===== config.mk =====
export PLATFORM = sky130hd
export DESIGN_NAME = go_back_n_sender_window_top
export DESIGN_NICKNAME = d
export VERILOG_FILES = /design/src/hw/rtl/gbn_pkg.sv /design/src/hw/rtl/gbn_ctrl.sv /design/src/hw/rtl/gbn_datapath.sv /design/src/hw/rtl/go_back_n_sender_window_top.sv
export SDC_FILE = /design/constraint.sdc
export NUM_CORES = 1
export LEC_CHECK = 0
export ABC_AREA = 1
export BUFFER_PORTS_ARGS = -buffer_cell sky130_fd_sc_hd__buf_2
export CORE_AREA = 2 2 171 173
export DETAILED_ROUTE_END_ITERATION = 10
export DIE_AREA = 0 0 173 175
export PLACE_DENSITY_LB_ADDON = 0.1
export SLEW_MARGIN = 30
export SYNTH_ARGS = -nofsm -noshare
export SYNTH_HDL_FRONTEND = slang
export SYNTH_HIERARCHICAL = 1
export SYNTH_SLANG_ARGS = --single-unit

===== constraint.sdc =====
create_clock -name i_clk -period 6.9 [get_ports i_clk]
set_clock_uncertainty 0.1 [all_clocks]
set_input_delay 1.38 -clock i_clk [delete_from_list [all_inputs] [get_ports i_clk]]
set_output_delay 1.38 -clock i_clk [all_outputs]
set_load 0.005 [all_outputs]

===== src/hw/rtl/gbn_pkg.sv =====
// Shared types and codes for the Go-Back-N sender window.
// Used by gbn_ctrl, gbn_datapath and go_back_n_sender_window_top; depends on nothing.
package gbn_pkg;

    // Field widths fixed by the port list.
    localparam int REQ_W      = 2;
    localparam int KIND_W     = 2;
    localparam int STATUS_W   = 3;
    localparam int SEQ_PORT_W = 8;
    localparam int BYTE_W     = 8;

    // Request types.
    localparam logic [REQ_W-1:0] REQ_DATA    = 2'd0;
    localparam logic [REQ_W-1:0] REQ_RX      = 2'd1;
    localparam logic [REQ_W-1:0] REQ_TIMEOUT = 2'd2;

    // Received frame kinds.
    localparam logic [BYTE_W-1:0] RX_ACK  = 8'd0;
    localparam logic [BYTE_W-1:0] RX_DATA = 8'd1;

    // Result kinds.
    localparam logic [KIND_W-1:0] KIND_SENT    = 2'd0;
    localparam logic [KIND_W-1:0] KIND_DROPPED = 2'd1;
    localparam logic [KIND_W-1:0] KIND_STATUS  = 2'd2;

    // Status codes.
    localparam logic [STATUS_W-1:0] ST_OK         = 3'd0;
    localparam logic [STATUS_W-1:0] ST_ACK        = 3'd1;
    localparam logic [STATUS_W-1:0] ST_STALE      = 3'd2;
    localparam logic [STATUS_W-1:0] ST_UNEXPECTED = 3'd3;
    localparam logic [STATUS_W-1:0] ST_INVALID    = 3'd4;
    localparam logic [STATUS_W-1:0] ST_BUSY       = 3'd5;
    localparam logic [STATUS_W-1:0] ST_BEYOND     = 3'd6;

    // Loss injection period after reset.
    localparam logic [BYTE_W-1:0] DROP_RESET = 8'd5;

    // Commands from the controller to the datapath.
    typedef struct packed {
        logic                capture;
        logic                start_fill;
        logic                walk_step;
        logic                ack_start;
        logic                ack_step;
        logic                ack_finish;
        logic                emit_status;
        logic [STATUS_W-1:0] status;
    } t_dp_cmd;

    // Status from the datapath to the controller.
    typedef struct packed {
        logic [REQ_W-1:0] req_type;
        logic             waiting;
        logic             kind_ack;
        logic             kind_data;
        logic             ack_ok;
        logic             ack_stale;
        logic             walk_emit;
        logic             walk_last;
        logic             ack_last;
        logic             out_free;
    } t_dp_stat;

endpackage


===== src/hw/rtl/gbn_ctrl.sv =====
// Controller state machine of the Go-Back-N sender window.
// Depends on gbn_pkg; drives gbn_datapath through command and status structs.
module gbn_ctrl (
    input  logic              i_clk,
    input  logic              i_rst_n,
    input  logic              i_valid,
    output logic              o_ready,
    input  gbn_pkg::t_dp_stat i_stat,
    output gbn_pkg::t_dp_cmd  o_cmd
);

    typedef enum logic [2:0] {
        S_IDLE,
        S_DISPATCH,
        S_WALK,
        S_ACK,
        S_ACK_END
    } t_state;

    t_state r_state, n_state;
    logic   r_ready, n_ready;

    assign o_ready = r_ready;

    // Next state and commands.
    always_comb begin
        n_state = r_state;
        o_cmd   = '0;
        unique case (r_state)
            S_IDLE: begin
                if (i_valid && r_ready) begin
                    o_cmd.capture = 1'b1;
                    n_state       = S_DISPATCH;
                end
            end
            S_DISPATCH: begin
                if (i_stat.req_type == gbn_pkg::REQ_DATA && !i_stat.waiting) begin
                    n_state = S_WALK;
                end else if (i_stat.req_type == gbn_pkg::REQ_TIMEOUT && i_stat.waiting) begin
                    o_cmd.start_fill = 1'b1;
                    n_state          = S_WALK;
                end else if (i_stat.req_type == gbn_pkg::REQ_RX && i_stat.waiting
                             && i_stat.kind_ack && i_stat.ack_ok) begin
                    o_cmd.ack_start = 1'b1;
                    n_state         = S_ACK;
                end else if (i_stat.out_free) begin
                    // Every other request is answered by a single status result.
                    o_cmd.emit_status = 1'b1;
                    n_state           = S_IDLE;
                    if (i_stat.req_type != gbn_pkg::REQ_RX || !i_stat.waiting) begin
                        o_cmd.status = gbn_pkg::ST_BUSY;
                    end else if (i_stat.kind_ack) begin
                        o_cmd.status = i_stat.ack_stale ? gbn_pkg::ST_STALE
                                                        : gbn_pkg::ST_BEYOND;
                    end else if (i_stat.kind_data) begin
                        o_cmd.status = gbn_pkg::ST_UNEXPECTED;
                    end else begin
                        o_cmd.status = gbn_pkg::ST_INVALID;
                    end
                end
            end
            S_WALK: begin
                if (i_stat.out_free) begin
                    if (i_stat.walk_emit) begin
                        o_cmd.walk_step = 1'b1;
                        if (i_stat.walk_last) begin
                            n_state = S_IDLE;
                        end
                    end else begin
                        // Nothing to send in this walk.
                        o_cmd.emit_status = 1'b1;
                        o_cmd.status      = gbn_pkg::ST_OK;
                        n_state           = S_IDLE;
                    end
                end
            end
            S_ACK: begin
                o_cmd.ack_step = 1'b1;
                if (i_stat.ack_last) begin
                    n_state = S_ACK_END;
                end
            end
            S_ACK_END: begin
                if (i_stat.out_free) begin
                    o_cmd.ack_finish  = 1'b1;
                    o_cmd.emit_status = 1'b1;
                    o_cmd.status      = gbn_pkg::ST_ACK;
                    n_state           = S_IDLE;
                end
            end
            default: begin
                n_state = S_IDLE;
            end
        endcase
        n_ready = (n_state == S_IDLE);
    end

    // State and registered ready.
    always_ff @(posedge i_clk) begin
        if (!i_rst_n) begin
            r_state <= S_IDLE;
            r_ready <= 1'b1;
        end else begin
            r_state <= n_state;
            r_ready <= n_ready;
        end
    end

endmodule


===== src/hw/rtl/gbn_datapath.sv =====
// Datapath of the Go-Back-N sender window: window state, slot store, loss counter
// and output register. Depends on gbn_pkg; commanded by gbn_ctrl.
module gbn_datapath #(
    parameter int WINDOW    = 3,
    parameter int SEQ_BITS  = 8,
    parameter int DATA_BITS = 32
) (
    input  logic                            i_clk,
    input  logic                            i_rst_n,
    input  gbn_pkg::t_dp_cmd                i_cmd,
    output gbn_pkg::t_dp_stat               o_stat,
    input  logic [gbn_pkg::REQ_W-1:0]       i_req_type,
    input  logic [DATA_BITS-1:0]            i_payload,
    input  logic [gbn_pkg::BYTE_W-1:0]      i_rx_kind,
    input  logic [gbn_pkg::SEQ_PORT_W-1:0]  i_rx_seq,
    input  logic                            i_cfg_we,
    input  logic [gbn_pkg::BYTE_W-1:0]      i_cfg_data,
    output logic                            o_valid,
    input  logic                            i_ready,
    output logic [gbn_pkg::KIND_W-1:0]      o_out_kind,
    output logic [gbn_pkg::SEQ_PORT_W-1:0]  o_tx_seq,
    output logic [DATA_BITS-1:0]            o_tx_payload,
    output logic                            o_is_resend,
    output logic [gbn_pkg::STATUS_W-1:0]    o_status,
    output logic [gbn_pkg::SEQ_PORT_W-1:0]  o_base_now,
    output logic                            o_last
);

    localparam int SLOT_W = (WINDOW > 1) ? $clog2(WINDOW) : 1;
    localparam int OFF_W  = $clog2(WINDOW + 1);
    localparam int EXT_W  = (SEQ_BITS > gbn_pkg::SEQ_PORT_W) ? SEQ_BITS : gbn_pkg::SEQ_PORT_W;

    // Window state.
    logic [SEQ_BITS-1:0]  r_base_seq;
    logic [SEQ_BITS-1:0]  r_round_base;
    logic [OFF_W-1:0]     r_fill_off;
    logic                 r_waiting;
    logic [SLOT_W-1:0]    r_fill_slot;
    logic [SLOT_W-1:0]    r_base_slot;
    logic [WINDOW-1:0]    r_held;
    logic [DATA_BITS-1:0] r_slot_data [WINDOW];
    logic [gbn_pkg::BYTE_W-1:0] r_drop_cnt;
    logic [gbn_pkg::BYTE_W-1:0] r_drop_period;

    // Request being worked on.
    logic [gbn_pkg::REQ_W-1:0]  r_req;
    logic [DATA_BITS-1:0]       r_data;
    logic [gbn_pkg::BYTE_W-1:0] r_rx_kind;
    logic [SEQ_BITS-1:0]        r_rx_seq;
    logic                       r_have;
    logic [SLOT_W-1:0]          r_ack_left;
    logic                       r_ack_full;

    // Output register.
    logic                             r_out_valid;
    logic [gbn_pkg::KIND_W-1:0]       r_out_kind;
    logic [gbn_pkg::SEQ_PORT_W-1:0]   r_tx_seq;
    logic [DATA_BITS-1:0]             r_tx_payload;
    logic                             r_is_resend;
    logic [gbn_pkg::STATUS_W-1:0]     r_status;
    logic [gbn_pkg::SEQ_PORT_W-1:0]   r_base_now;
    logic                             r_last;

    logic [EXT_W-1:0]    rx_ext;
    logic [SEQ_BITS-1:0] outstanding;
    logic [SEQ_BITS-1:0] ack_dist;
    logic                ack_ok;
    logic                ack_full;
    logic                cur_held;
    logic [SLOT_W-1:0]   nxt_slot;
    logic [OFF_W-1:0]    nxt_off;
    logic                walk_emit;
    logic                walk_last;
    logic [gbn_pkg::BYTE_W:0] cnt_next;
    logic                drop_now;
    logic                out_free;
    logic                out_load;
    logic                fill_restart;
    logic [SEQ_BITS-1:0] tx_seq_full;

    function automatic logic [SLOT_W-1:0] slot_inc(input logic [SLOT_W-1:0] s);
        return (s == SLOT_W'(WINDOW - 1)) ? '0 : s + SLOT_W'(1);
    endfunction

    function automatic logic [gbn_pkg::SEQ_PORT_W-1:0] seq_port(input logic [SEQ_BITS-1:0] s);
        logic [EXT_W-1:0] e;
        e = EXT_W'(s);
        return e[gbn_pkg::SEQ_PORT_W-1:0];
    endfunction

    // Ack classification against the frames sent in this round.
    assign rx_ext      = EXT_W'(i_rx_seq);
    assign outstanding = r_round_base + SEQ_BITS'(WINDOW) - r_base_seq;
    assign ack_dist    = r_rx_seq - r_base_seq;
    assign ack_ok      = ack_dist < outstanding;
    assign ack_full    = ({1'b0, ack_dist} + (SEQ_BITS + 1)'(1)) >= {1'b0, outstanding};

    // Fill walk: current position and a look ahead at the next one.
    assign cur_held    = r_held[r_fill_slot];
    assign nxt_slot    = slot_inc(r_fill_slot);
    assign nxt_off     = r_fill_off + OFF_W'(1);
    assign walk_emit   = (r_fill_off < OFF_W'(WINDOW)) && (cur_held || r_have);
    assign walk_last   = (nxt_off >= OFF_W'(WINDOW))
                         || !(r_held[nxt_slot] || (r_have && cur_held));
    assign tx_seq_full = r_round_base + SEQ_BITS'(r_fill_off);

    // Loss injection.
    assign cnt_next = {1'b0, r_drop_cnt} + (gbn_pkg::BYTE_W + 1)'(1);
    assign drop_now = (r_drop_period != '0) && (cnt_next >= {1'b0, r_drop_period});

    assign out_free     = !r_out_valid || i_ready;
    assign out_load     = i_cmd.walk_step || i_cmd.emit_status;
    assign fill_restart = i_cmd.start_fill || (i_cmd.ack_finish && r_ack_full);

    // Status to the controller.
    always_comb begin
        o_stat.req_type  = r_req;
        o_stat.waiting   = r_waiting;
        o_stat.kind_ack  = (r_rx_kind == gbn_pkg::RX_ACK);
        o_stat.kind_data = (r_rx_kind == gbn_pkg::RX_DATA);
        o_stat.ack_ok    = ack_ok;
        o_stat.ack_stale = ack_dist[SEQ_BITS-1];
        o_stat.walk_emit = walk_emit;
        o_stat.walk_last = walk_last;
        o_stat.ack_last  = (r_ack_left == '0);
        o_stat.out_free  = out_free;
    end

    // Control state.
    always_ff @(posedge i_clk) begin
        if (!i_rst_n) begin
            r_base_seq    <= '0;
            r_round_base  <= '0;
            r_fill_off    <= '0;
            r_waiting     <= 1'b0;
            r_fill_slot   <= '0;
            r_base_slot   <= '0;
            r_held        <= '0;
            r_drop_cnt    <= '0;
            r_drop_period <= gbn_pkg::DROP_RESET;
            r_have        <= 1'b0;
            r_ack_left    <= '0;
            r_ack_full    <= 1'b0;
            r_out_valid   <= 1'b0;
        end else begin
            if (i_cfg_we) begin
                r_drop_period <= i_cfg_data;
            end
            if (i_cmd.capture) begin
                r_have <= (i_req_type == gbn_pkg::REQ_DATA);
            end
            if (fill_restart) begin
                r_waiting    <= 1'b0;
                r_round_base <= r_base_seq;
                r_fill_off   <= '0;
                r_fill_slot  <= r_base_slot;
            end
            if (i_cmd.walk_step) begin
                if (r_drop_period != '0) begin
                    r_drop_cnt <= drop_now ? '0 : cnt_next[gbn_pkg::BYTE_W-1:0];
                end
                if (!cur_held) begin
                    r_held[r_fill_slot] <= 1'b1;
                    r_have              <= 1'b0;
                end
                r_fill_off  <= nxt_off;
                r_fill_slot <= nxt_slot;
                if (nxt_off >= OFF_W'(WINDOW)) begin
                    r_waiting <= 1'b1;
                end
            end
            if (i_cmd.ack_start) begin
                r_ack_left <= ack_dist[SLOT_W-1:0];
                r_ack_full <= ack_full;
            end
            // Release one slot at base per cycle.
            if (i_cmd.ack_step) begin
                r_held[r_base_slot] <= 1'b0;
                r_base_slot         <= slot_inc(r_base_slot);
                r_base_seq          <= r_base_seq + SEQ_BITS'(1);
                r_ack_left          <= r_ack_left - SLOT_W'(1);
            end
            if (out_load) begin
                r_out_valid <= 1'b1;
            end else if (i_ready) begin
                r_out_valid <= 1'b0;
            end
        end
    end

    // Request capture, slot store and output payload.
    always_ff @(posedge i_clk) begin
        if (i_cmd.capture) begin
            r_req     <= i_req_type;
            r_data    <= i_payload;
            r_rx_kind <= i_rx_kind;
            r_rx_seq  <= rx_ext[SEQ_BITS-1:0];
        end
        if (i_cmd.walk_step && !cur_held) begin
            r_slot_data[r_fill_slot] <= r_data;
        end
        if (i_cmd.walk_step) begin
            r_out_kind   <= drop_now ? gbn_pkg::KIND_DROPPED : gbn_pkg::KIND_SENT;
            r_tx_seq     <= seq_port(tx_seq_full);
            r_tx_payload <= cur_held ? r_slot_data[r_fill_slot] : r_data;
            r_is_resend  <= cur_held;
            r_status     <= gbn_pkg::ST_OK;
            r_base_now   <= seq_port(r_base_seq);
            r_last       <= walk_last;
        end else if (i_cmd.emit_status) begin
            r_out_kind   <= gbn_pkg::KIND_STATUS;
            r_tx_seq     <= '0;
            r_tx_payload <= '0;
            r_is_resend  <= 1'b0;
            r_status     <= i_cmd.status;
            r_base_now   <= seq_port(r_base_seq);
            r_last       <= 1'b1;
        end
    end

    assign o_valid      = r_out_valid;
    assign o_out_kind   = r_out_kind;
    assign o_tx_seq     = r_tx_seq;
    assign o_tx_payload = r_tx_payload;
    assign o_is_resend  = r_is_resend;
    assign o_status     = r_status;
    assign o_base_now   = r_base_now;
    assign o_last       = r_last;

    // The fill offset never passes the window.
    a_off_range: assert property (@(posedge i_clk) disable iff (!i_rst_n)
        r_fill_off <= OFF_W'(WINDOW))
        else $error("fill offset beyond window");

    // The wait phase is exactly the state of a fully walked window.
    a_wait_full: assert property (@(posedge i_clk) disable iff (!i_rst_n)
        r_waiting == (r_fill_off == OFF_W'(WINDOW)))
        else $error("wait phase and fill offset disagree");

    // A result is loaded only into a free output register.
    a_no_overwrite: assert property (@(posedge i_clk) disable iff (!i_rst_n)
        out_load |-> out_free)
        else $error("output register overwritten");

    // An accepted ack only releases slots that are held.
    a_ack_held: assert property (@(posedge i_clk) disable iff (!i_rst_n)
        i_cmd.ack_step |-> r_held[r_base_slot])
        else $error("ack released an empty slot");

    // After the final frame of a walk nothing more is left to send.
    a_walk_end: assert property (@(posedge i_clk) disable iff (!i_rst_n)
        (i_cmd.walk_step && walk_last) |=> !walk_emit)
        else $error("walk ended with frames still due");

endmodule


===== src/hw/rtl/go_back_n_sender_window_top.sv =====
// Go-Back-N sender window: a request is taken, then a dispatch cycle decides its work.
// Status-only results are loaded from the dispatch state; a fill or timeout walk emits
// one frame per cycle, up to WINDOW frames, paced by the output register.
// An accepted ack at distance d from base releases d+1 slots (one slot a cycle), then its status.
// The next request is taken on the cycle after the final result is loaded.
// Reset is synchronous, active low: window cleared, fill phase, loss period 5, no sweep.
module go_back_n_sender_window_top #(
    parameter int WINDOW    = 3,
    parameter int SEQ_BITS  = 8,
    parameter int DATA_BITS = 32
) (
    input  logic                            i_clk,
    input  logic                            i_rst_n,
    input  logic                            i_valid,
    output logic                            o_ready,
    input  logic [gbn_pkg::REQ_W-1:0]       i_req_type,
    input  logic [DATA_BITS-1:0]            i_payload,
    input  logic [gbn_pkg::BYTE_W-1:0]      i_rx_kind,
    input  logic [gbn_pkg::SEQ_PORT_W-1:0]  i_rx_seq,
    input  logic                            i_cfg_we,
    input  logic [gbn_pkg::BYTE_W-1:0]      i_cfg_data,
    output logic                            o_valid,
    input  logic                            i_ready,
    output logic [gbn_pkg::KIND_W-1:0]      o_out_kind,
    output logic [gbn_pkg::SEQ_PORT_W-1:0]  o_tx_seq,
    output logic [DATA_BITS-1:0]            o_tx_payload,
    output logic                            o_is_resend,
    output logic [gbn_pkg::STATUS_W-1:0]    o_status,
    output logic [gbn_pkg::SEQ_PORT_W-1:0]  o_base_now,
    output logic                            o_last
);

    gbn_pkg::t_dp_cmd  dp_cmd;
    gbn_pkg::t_dp_stat dp_stat;

    // Sequencing of each request.
    gbn_ctrl u_ctrl (
        .i_clk   (i_clk),
        .i_rst_n (i_rst_n),
        .i_valid (i_valid),
        .o_ready (o_ready),
        .i_stat  (dp_stat),
        .o_cmd   (dp_cmd)
    );

    // Window state and result generation.
    gbn_datapath #(
        .WINDOW    (WINDOW),
        .SEQ_BITS  (SEQ_BITS),
        .DATA_BITS (DATA_BITS)
    ) u_datapath (
        .i_clk        (i_clk),
        .i_rst_n      (i_rst_n),
        .i_cmd        (dp_cmd),
        .o_stat       (dp_stat),
        .i_req_type   (i_req_type),
        .i_payload    (i_payload),
        .i_rx_kind    (i_rx_kind),
        .i_rx_seq     (i_rx_seq),
        .i_cfg_we     (i_cfg_we),
        .i_cfg_data   (i_cfg_data),
        .o_valid      (o_valid),
        .i_ready      (i_ready),
        .o_out_kind   (o_out_kind),
        .o_tx_seq     (o_tx_seq),
        .o_tx_payload (o_tx_payload),
        .o_is_resend  (o_is_resend),
        .o_status     (o_status),
        .o_base_now   (o_base_now),
        .o_last       (o_last)
    );

endmodule

; ---- Word level (Yosys, flattened, before mapping)
; Memories as Yosys holds them, arrays and structs flattened. A register that Yosys moved wholly into a read port is not among the register bits.
; Index checks and enable logic that the tools add are counted.
[classes]
add_sub_neg = 11
n_lt_le_gt_ge = 10
n_eq_ne = 10
n_mux = 83
bitwise = 3
reduce_logical = 36
[ops]
columns = op, n
row1 = two-way mux 32 bit, 3
row2 = two-way mux 3 bit, 17
row3 = two-way mux 8 bit, 5
row4 = two-way mux 1 bit, 33
row5 = two-way mux 2 bit, 12
row6 = two-way mux 4 bit, 6
row7 = "adder 8 x 1 -> 9 bit, second input constant", 2
row8 = >= comparator 9 x 8 -> 1 bit, 2
row9 = subtractor 8 bit, 2
row10 = one-hot mux 3 bit (5 select lines), 1
row11 = logical AND 1 bit, 13
row12 = one-hot mux 4 bit (3 select lines), 1
row13 = "less-than comparator 2 x 3 -> 1 bit, second input constant", 3
row14 = "adder 8 x 1 -> 8 bit, second input constant", 1
row15 = adder 8 x 2 -> 8 bit, 1
row16 = "adder 8 x 2 -> 8 bit, second input constant", 1
row17 = "equality test 8 x 1 -> 1 bit, second input constant", 1
row18 = zero test 8 bit, 1
row19 = less-than comparator 8 bit, 1
row20 = nonzero test 2 bit, 4
row21 = nonzero test 8 bit, 1
row22 = logical OR 1 bit, 7
row23 = "adder 2 x 1 -> 2 bit, second input constant", 3
row24 = "equality test 2 bit, second input constant", 3
row25 = 19 further kinds, 29
[word_totals]
regBits = 156
ram_bits = 96
input_bits = 63
wordCells = 180
n_memories = 1
[mem_list]
columns = memory, depth, width, rd, rd_ports_with_merged_regs, wr, line
row1 = u_datapath.r_slot_data, 3, 32, 1, 1, 1, gbn_datapath.sv:41  ; logic [DATA_BITS-1:0] r_slot_data [WINDOW];

; ---- Depth between registers and ports, before layout
[logic_depth]
depth_word = 12
mapped_depth = 24
ltp_nobuf = 23

; ---- Modules after synthesis
; The synthesis kept the hierarchy.
[modules_own_cells]
columns = mod, n_inst, cells_per_inst, area_each_um2, seq_area_each_um2
row1 = gbn_datapath, 1, 969, 10780.3, 6986.7
row2 = gbn_ctrl, 1, 77, 417.9, 80.1

; ---- Worst setup path after synthesis
; OpenSTA, ideal clock, no wires.
[synth_path]
path_type = register -> register
start = register u_datapath.r_base_seq[1]
end = register u_datapath.r_base_now (netlist bit u_datapath/o_base_now[0]) (enable)
setup_time_ns = 0.611
arrival_ns = 4.052
slack_ns = 2.137
path_stages_with_launch = 23
n_path_buf = 1
synth_period_minus_slack_ns = 4.763
path_cell_list = dfxtp_1 > inv_1 > ha_1 > ha_1 > inv_1 > fa_1 > o21ai_0 > a21oi_1 > nor2_1 > nor2_1 > xor2_1 > ha_1 > a21oi_1 > o21ai_0 > a21oi_1 > buf_4 > nand2_1 > inv_1 > nand2_2 > nand3_2 > o311ai_2 > inv_1 > nand2_1
[synth_rtl]
columns = item, line
row1 = "start, declared", gbn_datapath.sv:34  ; logic [SEQ_BITS-1:0] r_base_seq;
row2 = "start signal, assigned", gbn_datapath.sv:180  ; r_base_seq <= r_base_seq + SEQ_BITS'(1);
row3 = "end signal, assigned", gbn_datapath.sv:208  ; r_base_now <= seq_port(r_base_seq);
row4 = "end signal, assigned", gbn_datapath.sv:216  ; r_base_now <= seq_port(r_base_seq);
row5 = "end, declared", gbn_datapath.sv:61  ; logic [gbn_pkg::SEQ_PORT_W-1:0] r_base_now;

==> results.py <==
metrics = {
    "sta": {
        "setup_viol": 0,
        "fin_crit_ns": 4.887,
        "slew_viol_final": 0,
        "period_share_pct": 70.83,
        "rsz0062_at_grt": "false",
        "hold_violations": 0,
        "fmax_ghz": 0.2046,
        "setup_tns_ns": 0,
        "slew_headroom_pct": 39.83,
        "worst_slew_pin_slew_ns": 0.8992,
    },
    "layout": {
        "n_fill_cell": 2696,
        "diodes": 0,
        "largest_register": "u_datapath/r_slot_data",
        "largest_register_ff_count": 96,
        "drive_gt1_share_pct": 16.36,
        "stdcell_count": 1576,
        "fin_nets": 1288,
        "area_growth_pct": 17.33,
        "post-route-util_pct": 46.28,
    },
    "logic_synthesis": {
        "ys_ff_latch": 254,
        "synth-compound-area-share_pct": 8.201,
        "synthAdderAreaFrac_pct": 6.346,
        "synth_mux_area_share_pct": 0,
        "synth_area_um2": 11200,
        "synth_ff_type": "edfxtp_1",
        "syn_inst": 1046,
        "synth_top_family_by_area": "simple AND/OR/NAND/NOR gates",
        "synth_area_per_cell_um2": 10.71,
        "synthArstFlopShare_pct": 0,
        "synth_edf_count": 198,
        "synthDistinctLibCells": 44,
        "seq_area_frac_synth_pct": 63.11,
        "synthXorXnorAreaFrac_pct": 1.642,
        "synthSimpleGateAreaFrac_pct": 14.89,
        "syn-num-nets": 1164,
        "ys.warnings.count": 6,
    },
    "critical_path": {
        "cpPeakStageDelay_ns": 0.65,
        "path_common_cell": "inv_1",
        "crit_buf_inv": 5,
        "crit_path_start_kind": "register",
        "path_cells": "inv_1, ha_1, ha_1, inv_1, fa_1, o21ai_0, a21oi_1, nor2_1, nor2_1, xor2_1, ha_1, nand2_1, o21ai_0, a21oi_1, nand2_1, inv_1, nand2_2, nand3_2, o311ai_2, inv_1, nand2_2, buf_4",
        "cpMaxStageDelayCell": "nand2_2",
        "end_kind": "register",
        "critPathRequiredTime_ns": 7.03,
        "path_class": "reg -> reg",
        "r2r-start": "u_datapath/r_base_seq[1]",
        "crit_fanout": 31,
        "crit_arrival_ns": 5.01,
        "cpLargestDelayFamily": "adder cells",
        "setup.worst_path.start": "u_datapath/r_base_seq[1]",
    },
    "cts": {
        "post_cts_buffers": 0,
        "clock_path_buffers": 3,
        "cts.root.buffer_cell": "clkbuf_16",
        "cts-resized-gates": 0,
        "cts_tree": "built",
        "clock_latency_ns": 0.55,
        "holdBufCountCts": 0,
        "cts_made_buffers": 28,
        "cts_max_level": 1,
        "cts.clk_slew.worst_paths_ns": 0.06,
        "clock-sinks": 254,
    },
    "run_status": {
        "status": "completed",
    },
    "power_and_ir_drop": {
        "p_per_area_nw_per_um2": 255.5,
        "leakage_nw": 5.274,
        "ir_worst_vdd_mv": 0.1744,
    },
    "drt": {
        "drt_iter0_drc": 452,
        "via_per_inst": 4.782,
        "vias": 7536,
        "drtPass1Iterations": 5,
        "drc": 0,
        "wl_per_cell_um": 15.63,
        "ant_nets": 0,
        "wl_mm": 24.64,
    },
    "min_path": {
        "hold_path_class": "reg -> reg",
        "holdCritStartpoint": "u_datapath/r_drop_cnt[1]",
    },
    "global_route": {
        "grt_overflow_total": 0,
        "antenna_found_initial": 0,
        "grt_pass1_vias": 7481,
        "grt_pass1_wl_mm": 39.56,
        "grt_max_degree": 65,
        "track_usage_pct": 16.28,
    },
    "floorplanning": {
        "initial_core_util_pct": 39.44,
        "pin_count": 120,
        "die_w_um": 173,
        "core_um2": 28390,
        "die_height_um": 175,
        "dieArea_um2": 30280,
        "num_rows": 62,
    },
    "place": {
        "io_buffer_count": 119,
        "gp_congestion": 0.8358,
        "dpl.cell_count": 1524,
        "dp_hpwl_mm": 16.36,
    },
    "run": {
        "cap_violations": 0,
    },
}
-- where the power goes --
part | internal, mW | switching, mW
clock network | 0.856 | 0.595
registers | 1.70 | 0.0312
logic | 0.0648 | 0.108
-- placed cells by master, fill, tap and decap left out, drive strengths merged, types with 5 or more instances in the layout --
cell,Yosys,layout
a21oi,63,63
clkbuf,20,43
inv,125,125
nor2,55,55
nor3,15,15
clkinv,1,8
ha,52,52
o21ai,99,99
nand4,10,10
a31oi,5,5
dfxtp,56,56
xor2,14,14
buf,13,127
nand3,64,64
edfxtp,198,198
nand2,230,230
xnor2,7,7
-- tightest hold or removal path, cell delays in order, from the launching register on --
cell	delay (ns)
dfxtp_1	0.32
nand2_1	0.06
a21oi_1	0.06
-- stage by stage --
| step | hold WS, ns | setup WS [ns] | power [mW] | area, um2 |
|---|---|---|---|---|
| 4_1_cts | 0.3886 | 1.952 | 3.404 | 13140 |
| 2_1_floorplan | 0.3413 | 2.137 | 1.858 | 11200 |
| 3_3_place_gp | 0.3628 | 2.066 | 1.938 | 12170 |
| 5_1_grt | 0.4036 | 1.513 | 3.492 | 13140 |
| 6_report | 0.3890 | 2.013 | 3.356 | 13140 |
| 3_5_place_dp | 0.3744 | 1.974 | 1.938 | 12230 |
-- cells in the mapped netlist (2+ instances only) --
cell type / number / area share, %
nand3_2: 4 / 0.36
nor4_1: 2 / 0.11
nor3_2: 2 / 0.18
inv_2: 4 / 0.13
o21ai_0: 86 / 3.8
nor3_1: 12 / 0.54
dfxtp_1: 56 / 10
nor2_1: 50 / 1.7
a31oi_1: 5 / 0.28
nand3_1: 60 / 2.7
xnor2_1: 7 / 0.55
nand4_1: 10 / 0.56
nand2_2: 3 / 0.17
a21oi_1: 61 / 2.7
xor2_1: 14 / 1.1
buf_4: 7 / 0.47
a21oi_2: 2 / 0.16
nor2_2: 4 / 0.22
edfxtp_1: 198 / 53
nand3b_1: 2 / 0.13
buf_6: 3 / 0.30
fa_1: 3 / 0.54
o21ai_1: 13 / 0.58
clkbuf_1: 19 / 0.64
o211ai_1: 2 / 0.13
buf_2: 3 / 0.13
inv_1: 121 / 4.1
ha_1: 52 / 5.8
nand2_1: 226 / 7.6
-- cell families after synthesis --
logic type / after synthesis
AND/OR/NAND/NOR: 382
flip-flops: 254
AO/OA/AOI/OAI: 175
buffers and inverters: 159
adder cells (fa/ha/maj): 55
XOR/XNOR: 21
-- path summary, 6_finish.rpt --
| path | to | slack (ns) | cells past startpoint |
|---|---|---|---|
| max | u_datapath/o_tx_payload[0] | 2.01 | 22 |
| min | u_datapath/r_drop_cnt[1] | 0.39 | 2 |
| max reg2reg | u_datapath/o_tx_payload[0] | 2.01 | 22 |
| min reg2reg | u_datapath/r_drop_cnt[1] | 0.39 | 2 |
-- metal layers --
| layer | GRT usage [%] | part of all wire [%] |
|---|---|---|
| met1 | 22.44 | 48 |
| met2 | 26.90 | 46 |
| met3 | 2.872 | 4.4 |
| met4 | 3.743 | 1.6 |
| met5 | 0 | 0 |
-- layout make-up --
class | count | area, um2 | share of cell area (%)
Sequential cell | 254 | 7067 | 53.79
Multi-Input combinational cell | 633 | 3507 | 26.69
Clock buffer | 43 | 818.3 | 6.228
Timing Repair Buffer | 127 | 695.7 | 5.295
Tap cell | 384 | 480.5 | 3.657
Inverter | 126 | 475.5 | 3.619
Clock inverter | 9 | 95.09 | 0.7237
(Power assumes the default switching activity.)
